[src/rtl/core/hsr_pkg.sv]
`default_nettype none

package hsr_pkg;

   localparam int FRAC_BITS  = 16;
   localparam int MAX_STEPS  = 40;
   localparam int RADICAND_W = 32;
   localparam int ROOT_W     = 24;
   localparam int TOL_W      = 16;
   localparam int GUESS_W    = 32;
   localparam int SCALED_W   = RADICAND_W + FRAC_BITS;
   localparam int STEP_W     = $clog2(MAX_STEPS + 1);
   localparam int DIV_CNT_W  = $clog2(SCALED_W);

   localparam int CSR_ADDR_W = 3;
   localparam int CSR_DATA_W = 32;
   localparam int CSR_IDX_W  = CSR_ADDR_W - 2;

   localparam logic [CSR_IDX_W-1:0] CSR_IDX_STOP_TOL = '0;
   localparam logic [TOL_W-1:0]     TOL_RESET        = TOL_W'(1);

   localparam logic [GUESS_W-1:0] GUESS_ONE = GUESS_W'(1) << FRAC_BITS;
   localparam logic [ROOT_W-1:0]  ROOT_MAX  = '1;

   typedef enum logic [2:0] {
      ST_IDLE,
      ST_DIV,
      ST_MEAN,
      ST_DIFF,
      ST_CHECK
   } hsr_state_type;

endpackage

`default_nettype wire

[src/rtl/core/hsr_csr.sv]
`default_nettype none

module hsr_csr
   import hsr_pkg::*;
(
   input  wire logic                  clock,
   input  wire logic                  reset,
   input  wire logic                  csr_psel,
   input  wire logic                  csr_penable,
   input  wire logic                  csr_pwrite,
   input  wire logic [CSR_ADDR_W-1:0] csr_paddr,
   input  wire logic [CSR_DATA_W-1:0] csr_pwdata,
   output logic      [CSR_DATA_W-1:0] csr_prdata,
   output logic                       csr_pready,
   output logic      [TOL_W-1:0]      stop_tol
);

   logic [TOL_W-1:0]     tol_ff;
   logic [TOL_W-1:0]     tol_in;
   logic [CSR_IDX_W-1:0] index;
   logic                 wr_en;

   assign index      = csr_paddr[CSR_ADDR_W-1:2];
   assign csr_pready = 1'b1;
   assign wr_en      = csr_psel & csr_penable & csr_pwrite & csr_pready;

   always_comb begin
      tol_in = tol_ff;
      if (wr_en && index == CSR_IDX_STOP_TOL) begin
         tol_in = csr_pwdata[TOL_W-1:0];
      end
   end

   always_ff @(posedge clock) begin
      if (reset) begin
         tol_ff <= TOL_RESET;
      end else begin
         tol_ff <= tol_in;
      end
   end

   always_comb begin
      unique case (index)
         CSR_IDX_STOP_TOL: csr_prdata = CSR_DATA_W'(tol_ff);
         default:          csr_prdata = '0;
      endcase
   end

   assign stop_tol = tol_ff;

endmodule

`default_nettype wire

[src/rtl/core/hsr_divider.sv]
`default_nettype none

module hsr_divider
   import hsr_pkg::*;
(
   input  wire logic                clock,
   input  wire logic                reset,
   input  wire logic                div_start,
   input  wire logic [SCALED_W-1:0] div_dividend,
   input  wire logic [GUESS_W-1:0]  div_divisor,
   output logic                     div_done,
   output logic      [SCALED_W-1:0] div_quotient
);

   logic                 run_ff;
   logic                 run_in;
   logic [DIV_CNT_W-1:0] cnt_ff;
   logic [DIV_CNT_W-1:0] cnt_in;
   logic [SCALED_W-1:0]  work_ff;
   logic [SCALED_W-1:0]  work_in;
   logic [GUESS_W-1:0]   rem_ff;
   logic [GUESS_W-1:0]   rem_in;
   logic [GUESS_W-1:0]   dvs_ff;
   logic [GUESS_W-1:0]   dvs_in;
   logic [GUESS_W:0]     shifted;
   logic [GUESS_W:0]     trial;
   logic                 fits;

   assign shifted  = {rem_ff, work_ff[SCALED_W-1]};
   assign trial    = shifted - {1'b0, dvs_ff};
   assign fits     = shifted >= {1'b0, dvs_ff};
   assign div_done = run_ff && cnt_ff == DIV_CNT_W'(SCALED_W - 1);

   always_comb begin
      run_in  = run_ff;
      cnt_in  = cnt_ff;
      work_in = work_ff;
      rem_in  = rem_ff;
      dvs_in  = dvs_ff;
      if (div_start) begin
         run_in  = 1'b1;
         cnt_in  = '0;
         work_in = div_dividend;
         rem_in  = '0;
         dvs_in  = div_divisor;
      end else if (run_ff) begin
         work_in = {work_ff[SCALED_W-2:0], fits};
         rem_in  = fits ? trial[GUESS_W-1:0] : shifted[GUESS_W-1:0];
         cnt_in  = cnt_ff + DIV_CNT_W'(1);
         if (div_done) begin
            run_in = 1'b0;
         end
      end
   end

   always_ff @(posedge clock) begin
      if (reset) begin
         run_ff <= 1'b0;
         cnt_ff <= '0;
      end else begin
         run_ff <= run_in;
         cnt_ff <= cnt_in;
      end
   end

   always_ff @(posedge clock) begin
      work_ff <= work_in;
      rem_ff  <= rem_in;
      dvs_ff  <= dvs_in;
   end

   assign div_quotient = work_ff;

   a_rem_below_divisor: assert property (@(posedge clock) disable iff (reset)
      run_ff |-> rem_ff < dvs_ff)
      else $error("divider remainder not below divisor");

endmodule

`default_nettype wire

[src/rtl/core/heron_square_root_unit.sv]
// Square root of an unsigned Q16.16 value by Heron's iteration, one result per
// transfer. Each iteration step runs a bit-serial restoring division of 48
// quotient bits, one bit per cycle, followed by the states for the mean, the
// change and the stop decision (ST_MEAN, ST_DIFF, ST_CHECK); an item takes at
// most 40 steps. A zero radicand returns in the cycle after it is accepted.
// busy stays high while an item is in work; the result appears on rsp_root and
// rsp_hit_step_cap for exactly one cycle with rsp_valid and must be taken then,
// since the receiver cannot stall the block.
`default_nettype none

module heron_square_root_unit
   import hsr_pkg::*;
(
   input  wire logic                  clock,
   input  wire logic                  reset,
   input  wire logic                  start,
   output logic                       busy,
   input  wire logic [RADICAND_W-1:0] req_radicand,
   output logic                       rsp_valid,
   output logic      [ROOT_W-1:0]     rsp_root,
   output logic                       rsp_hit_step_cap,
   input  wire logic                  csr_psel,
   input  wire logic                  csr_penable,
   input  wire logic                  csr_pwrite,
   input  wire logic [CSR_ADDR_W-1:0] csr_paddr,
   input  wire logic [CSR_DATA_W-1:0] csr_pwdata,
   output logic      [CSR_DATA_W-1:0] csr_prdata,
   output logic                       csr_pready
);

   hsr_state_type          state_ff;
   hsr_state_type          state_in;
   logic [STEP_W-1:0]      step_ff;
   logic [STEP_W-1:0]      step_in;
   logic [RADICAND_W-1:0]  radicand_ff;
   logic [RADICAND_W-1:0]  radicand_in;
   logic [GUESS_W-1:0]     guess_ff;
   logic [GUESS_W-1:0]     guess_in;
   logic [SCALED_W-1:0]    next_ff;
   logic [SCALED_W-1:0]    next_in;
   logic [SCALED_W-1:0]    diff_ff;
   logic [SCALED_W-1:0]    diff_in;
   logic                   ge_ff;
   logic                   ge_in;
   logic                   rsp_valid_ff;
   logic                   rsp_valid_in;
   logic [ROOT_W-1:0]      rsp_root_ff;
   logic [ROOT_W-1:0]      rsp_root_in;
   logic                   rsp_cap_ff;
   logic                   rsp_cap_in;

   logic                   div_start;
   logic [SCALED_W-1:0]    div_dividend;
   logic [GUESS_W-1:0]     div_divisor;
   logic                   div_done;
   logic [SCALED_W-1:0]    div_quotient;
   logic [TOL_W-1:0]       stop_tol;
   logic [SCALED_W:0]      mean_sum;
   logic [SCALED_W-1:0]    guess_ext;
   logic [SCALED_W-1:0]    root_sel;
   logic [ROOT_W-1:0]      root_sat;
   logic                   finish;
   logic                   accept;

   hsr_csr u_csr (
      .clock       (clock),
      .reset       (reset),
      .csr_psel    (csr_psel),
      .csr_penable (csr_penable),
      .csr_pwrite  (csr_pwrite),
      .csr_paddr   (csr_paddr),
      .csr_pwdata  (csr_pwdata),
      .csr_prdata  (csr_prdata),
      .csr_pready  (csr_pready),
      .stop_tol    (stop_tol)
   );

   hsr_divider u_divider (
      .clock        (clock),
      .reset        (reset),
      .div_start    (div_start),
      .div_dividend (div_dividend),
      .div_divisor  (div_divisor),
      .div_done     (div_done),
      .div_quotient (div_quotient)
   );

   assign busy      = state_ff != ST_IDLE;
   assign accept    = start && !busy;
   assign guess_ext = SCALED_W'(guess_ff);
   assign mean_sum  = {1'b0, div_quotient} + (SCALED_W + 1)'(guess_ff);
   assign root_sat  = (root_sel > SCALED_W'(ROOT_MAX)) ? ROOT_MAX : root_sel[ROOT_W-1:0];

   always_comb begin
      state_in     = state_ff;
      step_in      = step_ff;
      radicand_in  = radicand_ff;
      guess_in     = guess_ff;
      next_in      = next_ff;
      diff_in      = diff_ff;
      ge_in        = ge_ff;
      rsp_valid_in = 1'b0;
      rsp_root_in  = rsp_root_ff;
      rsp_cap_in   = rsp_cap_ff;
      div_start    = 1'b0;
      div_dividend = {radicand_ff, FRAC_BITS'(0)};
      div_divisor  = GUESS_ONE;
      root_sel     = next_ff;
      finish       = 1'b0;

      unique case (state_ff)
         ST_IDLE: begin
            div_dividend = {req_radicand, FRAC_BITS'(0)};
            if (accept) begin
               if (req_radicand == '0) begin
                  rsp_valid_in = 1'b1;
                  rsp_root_in  = '0;
                  rsp_cap_in   = 1'b0;
               end else begin
                  radicand_in = req_radicand;
                  guess_in    = GUESS_ONE;
                  step_in     = STEP_W'(1);
                  div_start   = 1'b1;
                  state_in    = ST_DIV;
               end
            end
         end
         ST_DIV: begin
            if (div_done) begin
               state_in = ST_MEAN;
            end
         end
         ST_MEAN: begin
            next_in  = mean_sum[SCALED_W:1];
            state_in = ST_DIFF;
         end
         ST_DIFF: begin
            ge_in    = next_ff >= guess_ext;
            diff_in  = (next_ff >= guess_ext) ? (next_ff - guess_ext) : (guess_ext - next_ff);
            state_in = ST_CHECK;
         end
         ST_CHECK: begin
            if (diff_ff < SCALED_W'(stop_tol)) begin
               root_sel   = next_ff;
               rsp_cap_in = 1'b0;
               finish     = 1'b1;
            end else if (step_ff >= STEP_W'(2) && ge_ff) begin
               root_sel   = guess_ext;
               rsp_cap_in = 1'b0;
               finish     = 1'b1;
            end else if (step_ff == STEP_W'(MAX_STEPS)) begin
               guess_in   = next_ff[GUESS_W-1:0];
               root_sel   = next_ff;
               rsp_cap_in = 1'b1;
               finish     = 1'b1;
            end else begin
               guess_in     = next_ff[GUESS_W-1:0];
               step_in      = step_ff + STEP_W'(1);
               div_start    = 1'b1;
               div_divisor  = (next_ff[GUESS_W-1:0] == '0) ? GUESS_W'(1)
                                                           : next_ff[GUESS_W-1:0];
               state_in     = ST_DIV;
            end
            if (finish) begin
               rsp_valid_in = 1'b1;
               rsp_root_in  = root_sat;
               state_in     = ST_IDLE;
            end
         end
         default: begin
            state_in = ST_IDLE;
         end
      endcase
   end

   always_ff @(posedge clock) begin
      if (reset) begin
         state_ff     <= ST_IDLE;
         step_ff      <= '0;
         rsp_valid_ff <= 1'b0;
      end else begin
         state_ff     <= state_in;
         step_ff      <= step_in;
         rsp_valid_ff <= rsp_valid_in;
      end
   end

   always_ff @(posedge clock) begin
      radicand_ff <= radicand_in;
      guess_ff    <= guess_in;
      next_ff     <= next_in;
      diff_ff     <= diff_in;
      ge_ff       <= ge_in;
      rsp_root_ff <= rsp_root_in;
      rsp_cap_ff  <= rsp_cap_in;
   end

   assign rsp_valid        = rsp_valid_ff;
   assign rsp_root         = rsp_root_ff;
   assign rsp_hit_step_cap = rsp_cap_ff;

   a_result_when_idle: assert property (@(posedge clock) disable iff (reset)
      rsp_valid |-> !busy)
      else $error("result presented while an item is still in work");

   a_zero_radicand: assert property (@(posedge clock) disable iff (reset)
      (accept && req_radicand == '0) |=> (rsp_valid && rsp_root == '0 && !rsp_hit_step_cap))
      else $error("zero radicand did not return zero at once");

   a_step_bound: assert property (@(posedge clock) disable iff (reset)
      busy |-> (step_ff >= STEP_W'(1) && step_ff <= STEP_W'(MAX_STEPS)))
      else $error("step count outside its range");

   a_cap_only_at_limit: assert property (@(posedge clock) disable iff (reset)
      (state_ff == ST_CHECK && finish && rsp_cap_in) |-> step_ff == STEP_W'(MAX_STEPS))
      else $error("step cap flagged before the last step");

endmodule

`default_nettype wire

[config.mk]
export PLATFORM = sky130hd
export DESIGN_NAME = heron_square_root_unit
export DESIGN_NICKNAME = d
export VERILOG_FILES = /design/src/rtl/core/hsr_pkg.sv /design/src/rtl/core/hsr_csr.sv /design/src/rtl/core/hsr_divider.sv /design/src/rtl/core/heron_square_root_unit.sv
export SDC_FILE = /design/constraint.sdc
export NUM_CORES = 1
export LEC_CHECK = 0
export BUFFER_PORTS_ARGS = -buffer_cell sky130_fd_sc_hd__clkbuf_2
export CAP_MARGIN = 20
export CORE_UTILIZATION = 50
export DETAILED_ROUTE_END_ITERATION = 12
export PLACE_DENSITY = 0.68
export SLEW_MARGIN = 20
export SYNTH_ARGS = -nofsm -noshare
export SYNTH_HDL_FRONTEND = slang
export SYNTH_SLANG_ARGS = --single-unit
[constraint.sdc]
create_clock -name clock -period 5.3 [get_ports clock]
set_input_delay 0.53 -clock clock [delete_from_list [all_inputs] [get_ports clock]]
set_output_delay 0.53 -clock clock [all_outputs]
set_load 0.005 [all_outputs]
; Word-level counts from Yosys, hierarchy flattened
; Cells that the tools add are included.
[word_totals]
out_inout_bits = 60
in_bits = 73
elab_cells = 128
ff_bits = 331
[op_classes]
addsub = 6
eq_ne = 18
reduce_logical = 20
n_mux = 57
bitwise_logic = 5
magnitude_cmp = 5
[ops]
columns = op, n
row1 = $mux 48, 7
row2 = $mux 32, 5
row3 = $mux 24, 4
row4 = $logic_not 32->1, 2
row5 = $pmux 32 s2, 1
row6 = $add 48x32->49, 1
row7 = $ge 48x32->1, 1
row8 = $gt 48x24->1 const B, 1
row9 = $lt 48x16->1, 1
row10 = $pmux 24 s2, 1
row11 = $sub 32x48->48, 1
row12 = $sub 48x32->48, 1
row13 = $ge 33x32->1, 1
row14 = $sub 32x32->32, 1
row15 = $mux 6, 5
row16 = $mux 3, 7
row17 = $mux 1, 20
row18 = $mux 17, 1
row19 = $mux 16, 1
row20 = $ne 2x2->1 const B, 8
row21 = $pmux 3 s5, 1
row22 = $add 6x1->6 const B, 2
row23 = $eq 6x6->1 const B, 2
row24 = $pmux 6 s2, 1
row25 = 21 further kinds, 35

; Depth between registers and ports, before layout
[depth]
depth_word = 9
depth_mapped = 14
mapped_depth_nobuf = 13

; By module
; A second synthesis with hierarchy kept.
[hier_totals]
hier_cells = 2293
area_unflattened_um2 = 21677.0
[by_module_without_submodules]
columns = module, cells_each, seq_area_each_um2, instances, area_per_inst_um2
row1 = heron_square_root_unit, 1513, 5785.5, 1, 13862.0
row2 = hsr_divider, 674, 3183.1, 1, 6832.8
row3 = hsr_csr, 106, 320.3, 1, 982.2

; Worst setup path before layout
; Ideal clock, no wire load.
[synth_path]
kind = register to register
start = register diff_ff[9]
end = register rsp_root_ff[0] (netlist: rsp_root[0]), enable pin
setup_ns = 0.466
stages_incl_launch_ff = 10
setup_slack_ns = 0.477
synth_period_minus_slack_ns = 4.823
n_path_buf = 1
required_time_ns = 4.834
arrival_ns = 4.357
cell_sequence = edfxtp_1 > ha_1 > a21o_1 > a21o_1 > a221oi_1 > o2111ai_1 > a41oi_1 > nor3_1 > clkbuf_1 > nor4_1
[synth_via]
elab_chain_len = 5
[synth_lines]
columns = element, line
row1 = "start, declared", heron_square_root_unit.sv:41  ; logic [SCALED_W-1:0] diff_ff;
row2 = "start signal, assigned", heron_square_root_unit.sv:192  ; diff_ff <= diff_in;
row3 = $lt 48x16->1, heron_square_root_unit.sv:143  ; if (diff_ff < SCALED_W'(stop_tol)) begin
row4 = $mux 1, heron_square_root_unit.sv:143
row5 = $mux 1, heron_square_root_unit.sv:111  ; unique case (state_ff)
row6 = $ne 2x2->1 (no source line), --
row7 = $reduce_and 4->1 (no source line), --
row8 = "end signal, assigned", heron_square_root_unit.sv:194  ; rsp_root_ff <= rsp_root_in;
row9 = "end, declared", heron_square_root_unit.sv:47  ; logic [ROOT_W-1:0] rsp_root_ff;
; No other way between the ends. The select of a mux whose other input is x is not followed.
; A chain may end at the register's enable or synchronous reset.

; Final worst setup path
[layout_path]
start = register guess_ff[1]
end = register next_ff[45] (data pin)
[layout_via]
elab_chain_len = 1
[layout_lines]
columns = element, line
row1 = "start, declared", heron_square_root_unit.sv:37  ; logic [GUESS_W-1:0] guess_ff;
row2 = "start signal, assigned", heron_square_root_unit.sv:190  ; guess_ff <= guess_in;
row3 = $add 48x32->49, heron_square_root_unit.sv:91  ; assign mean_sum = {1'b0, div_quotient} + (SCALED_W + 1)'(guess_ff);
row4 = net mean_sum[46], heron_square_root_unit.sv:58  ; logic [SCALED_W:0] mean_sum;
row5 = "end signal, assigned", heron_square_root_unit.sv:191  ; next_ff <= next_in;
row6 = "end, declared", heron_square_root_unit.sv:39  ; logic [SCALED_W-1:0] next_ff;
; The timed path passes the listed nets, and every way through them passes these cells.

==> results.yml <==
outcome:
  run_status: "complete, no violations"
critical_path:
  crit_start: "guess_ff[1]"
  cp.required_ps: 5580
  cp_top_family: "compound AO/OA/AOI/OAI gates"
  crit_buf_inv: 1
  setup.worst_path.start_class: "flip-flop"
  crit_type: "flip-flop to flip-flop"
  arrival_ps: 4330
  r2r-end: "next_ff[45]"
  path_cells: "inv_1 -> fa_1 -> nor2b_1 -> o21a_1 -> o21ai_0 -> a211oi_1 -> o211ai_1 -> a31oi_1 -> o21ai_1 -> a2111oi_0 -> xor2_1"
  cp-endpoint: "next_ff[45]"
  cp.depth: 11
  worstSetupEndpointType: "flip-flop"
  cpPeakStageDelay_ps: 620
  worst_r2r_path_depth: 11
  cp_slowest_cell: "a2111oi_0"
  r2r_start: "guess_ff[1]"
  ff2ff_setup_slack_ps: 1250
  critical_path.max_fanout: 9
synthesis:
  netlist.area_leader.share: 0.379
  async_flop_share: 0
  synth_area_leader_cell: "edfxtp_1"
  yosys_warnings: 0
  ys_ff_latch: 331
  synthesis.area_sq_um: 21100
  seq_area_frac_synth: 0.441
  synth.distinct_cells: 76
  ys.flop_type: "edfxtp_1"
  synth_edf_count: 266
  netlist_instances: 2214
  avgSynthCellArea_sq_um: 9.51
  synth_area_leaders: "edfxtp_1, ha_1, dfxtp_1"
timing:
  skew_ps: 23.7
  period_needed_ps: 4050
  finalHoldViolCount: 0
  timing.final.crit_share: 0.763
  setup_viol: 0
  fmax_ghz: 0.247
  rsz0062_at_grt: "no"
  fin_hold_ws_ps: 181
  relSlewSlack: 0.311
  slew_viol_final: 0
  worstMarginPinSlew_ps: 1030
  tns_ps: 0
clocking:
  clkTransAtPathRegs_ps: 60
  htreeDepth: 2
  ctsRootBufferMaster: "clkbuf_16"
  cts_max_path_buffers: 3
  cts_tree: "built"
  numCtsBuffers: 40
  ctsResizeCount: 0
  cts_sinks: 331
  postCtsSetupRepairBufs: 0
  insertion_delay_ps: 560
  cts_hold_buf: 0
die:
  die_area_sq_um: 42900
  fp-row-count: 74
  die_w_um: 207
  dieHeight_um: 207
  initial_utilization: 0.511
  io_pins: 133
  core_area_sq_um: 41200
finish:
  stdcell_count: 2833
  nets: 2493
  syn_to_final_growth_pct: 10.5
  final_cell_mix: "edfxtp_1, a21oi_1, nor2_1"
  drive_above_1_share: 0.0978
  final_core_util: 0.565
  final_common_cell: "edfxtp_1"
global_routing:
  grt_use_met2: 0.409
  gr-total-overflow: 0
  grt_max_degree: 94
  antenna_found_initial: 0
  grt_usage: 0.257
  grt_pass1_wl_um: 87900
  grt_pass1_vias: 16100
  grt.busiest_layer: "met2"
  met1_usage: 0.368
  grtUsageMet3: 0.0273
route:
  dr.pass1.iters: 5
  drc: 0
  wl_per_cell_um: 19.6
  avgViaCountPerCell: 5.86
  drt_iter0_drc: 1281
  vias: 16600
  ant_nets: 0
  finalWirelength_um: 55400
power:
  seq_power_share: 0.424
  total_power_mw: 7.31
  comb_power_share: 0.201
  p_leak_nw: 9.25
  power_density_nw_per_um2: 314
  ir_worst_vdd_v: 0.000301
  switchingPower_mw: 2.07
  p_sw_frac: 0.283
  power.share.clock: 0.374
  p_int_mw: 5.24
place:
  portBuffers: 97
  placedCellCount: 2759
  place.gp.congestion: 0.957
  hpwl_um: 42100
run:
  max_cap_violations: 0
min_path:
  hold_path_depth: 1
  holdCritPathClass: "input pin to flip-flop"
-- worst reg2reg max path, cell delays in order, from the launching register on --
cell and delay [ps]:
edfxtp_1 470, inv_1 160, fa_1 520, nor2b_1 150, o21a_1 190, o21ai_0 140, a211oi_1 380, o211ai_1 190
a31oi_1 400, o21ai_1 420, a2111oi_0 630, xor2_1 130
-- worst min path at each step --
stage | from | endpoint | slack, ps
after floorplan | u_csr.stop_tol[10] | u_csr.stop_tol[10] | 440
after global placement | u_csr.stop_tol[1] | u_csr.stop_tol[1] | 450
after detailed placement | u_csr.stop_tol[6] | u_csr.stop_tol[6] | 450
after CTS | req_radicand[4] | radicand_ff[4] | 160
after global routing | req_radicand[4] | radicand_ff[4] | 170
final | req_radicand[4] | radicand_ff[4] | 180
-- metal layers --
metal | part of all wire | up-vias
li1 | - | 8119
met1 | 0.47 | 7912
met2 | 0.45 | 487
met3 | 0.053 | 92
met4 | 0.028 | 0
met5 | 0 | -
-- flip-flops by register name (all words and copies together), names as in the netlist --
name	flops
radicand_ff	32
rsp_root	24
u_divider.dvs_ff	32
diff_ff	48
u_divider.cnt_ff	6
ge_ff	1
u_divider.run_ff	1
guess_ff	32
rsp_valid	1
u_csr.stop_tol	16
rsp_hit_step_cap	1
u_divider.div_quotient	48
state_ff	3
u_divider.rem_ff	32
step_ff	6
next_ff	48
-- metrics by stage --
| stage | area [sq um] | setup WS, ps |
|---|---|---|
| global route | 23300 | 930 |
| CTS | 23300 | 1290 |
| finish | 23300 | 1250 |
| floorplan | 21100 | 477 |
| global placement | 21900 | 1330 |
| detailed placement | 21900 | 1310 |
-- power by group through the flow --
stage                     Clock [mW]  Sequential (mW)  Combinational (mW)
after floorplan                    0             3.12                1.15
after global placement             0             3.15                1.42
after detailed placement           0             3.15                1.46
after CTS                       2.80             3.10                1.46
after global routing            2.90             3.12                1.65
final                           2.74             3.10                1.47
-- kinds of logic (layout without fill, tap and decap cells) --
kind of cell | after synthesis | after routing | synth area share
and+or+nand+nor | 664 | 664 | 0.156
AOI/OAI and AO/OA | 615 | 615 | 0.180
DFF | 331 | 331 | 0.441
buffers and inverters | 268 | 339 | 0.0514
adders and majority gates | 150 | 150 | 0.0906
xor gates and xnor gates | 114 | 114 | 0.0474
muxes | 70 | 70 | 0.0333
other | 2 | 18 | 0.000357
-- synth_stat cells, types with 37 or more instances --
| library cell | number |
|---|---|
| o21ai_0 | 121 |
| inv_1 | 148 |
| nor2_1 | 195 |
| edfxtp_1 | 266 |
| a21o_1 | 65 |
| mux2i_1 | 69 |
| nor4_1 | 37 |
| dfxtp_1 | 65 |
| clkbuf_1 | 85 |
| xnor2_1 | 69 |
| nand2_1 | 159 |
| xor2_1 | 45 |
| a21oi_1 | 236 |
| a211oi_1 | 39 |
| ha_1 | 146 |
| and2_1 | 55 |
-- cell type report --
cell class                      count  area, sq um
Sequential cell                   331         9290
Timing Repair Buffer              118          641
Multi-Input combinational cell   1630        10800
Clock inverter                     24          225
Antenna cell                        1         2.50
Inverter                          149          562
Clock buffer                       48         1100
Tap cell                          532          666
Fill cell                        3610        17900
Note: power is estimated with default switching activity, not from simulation.
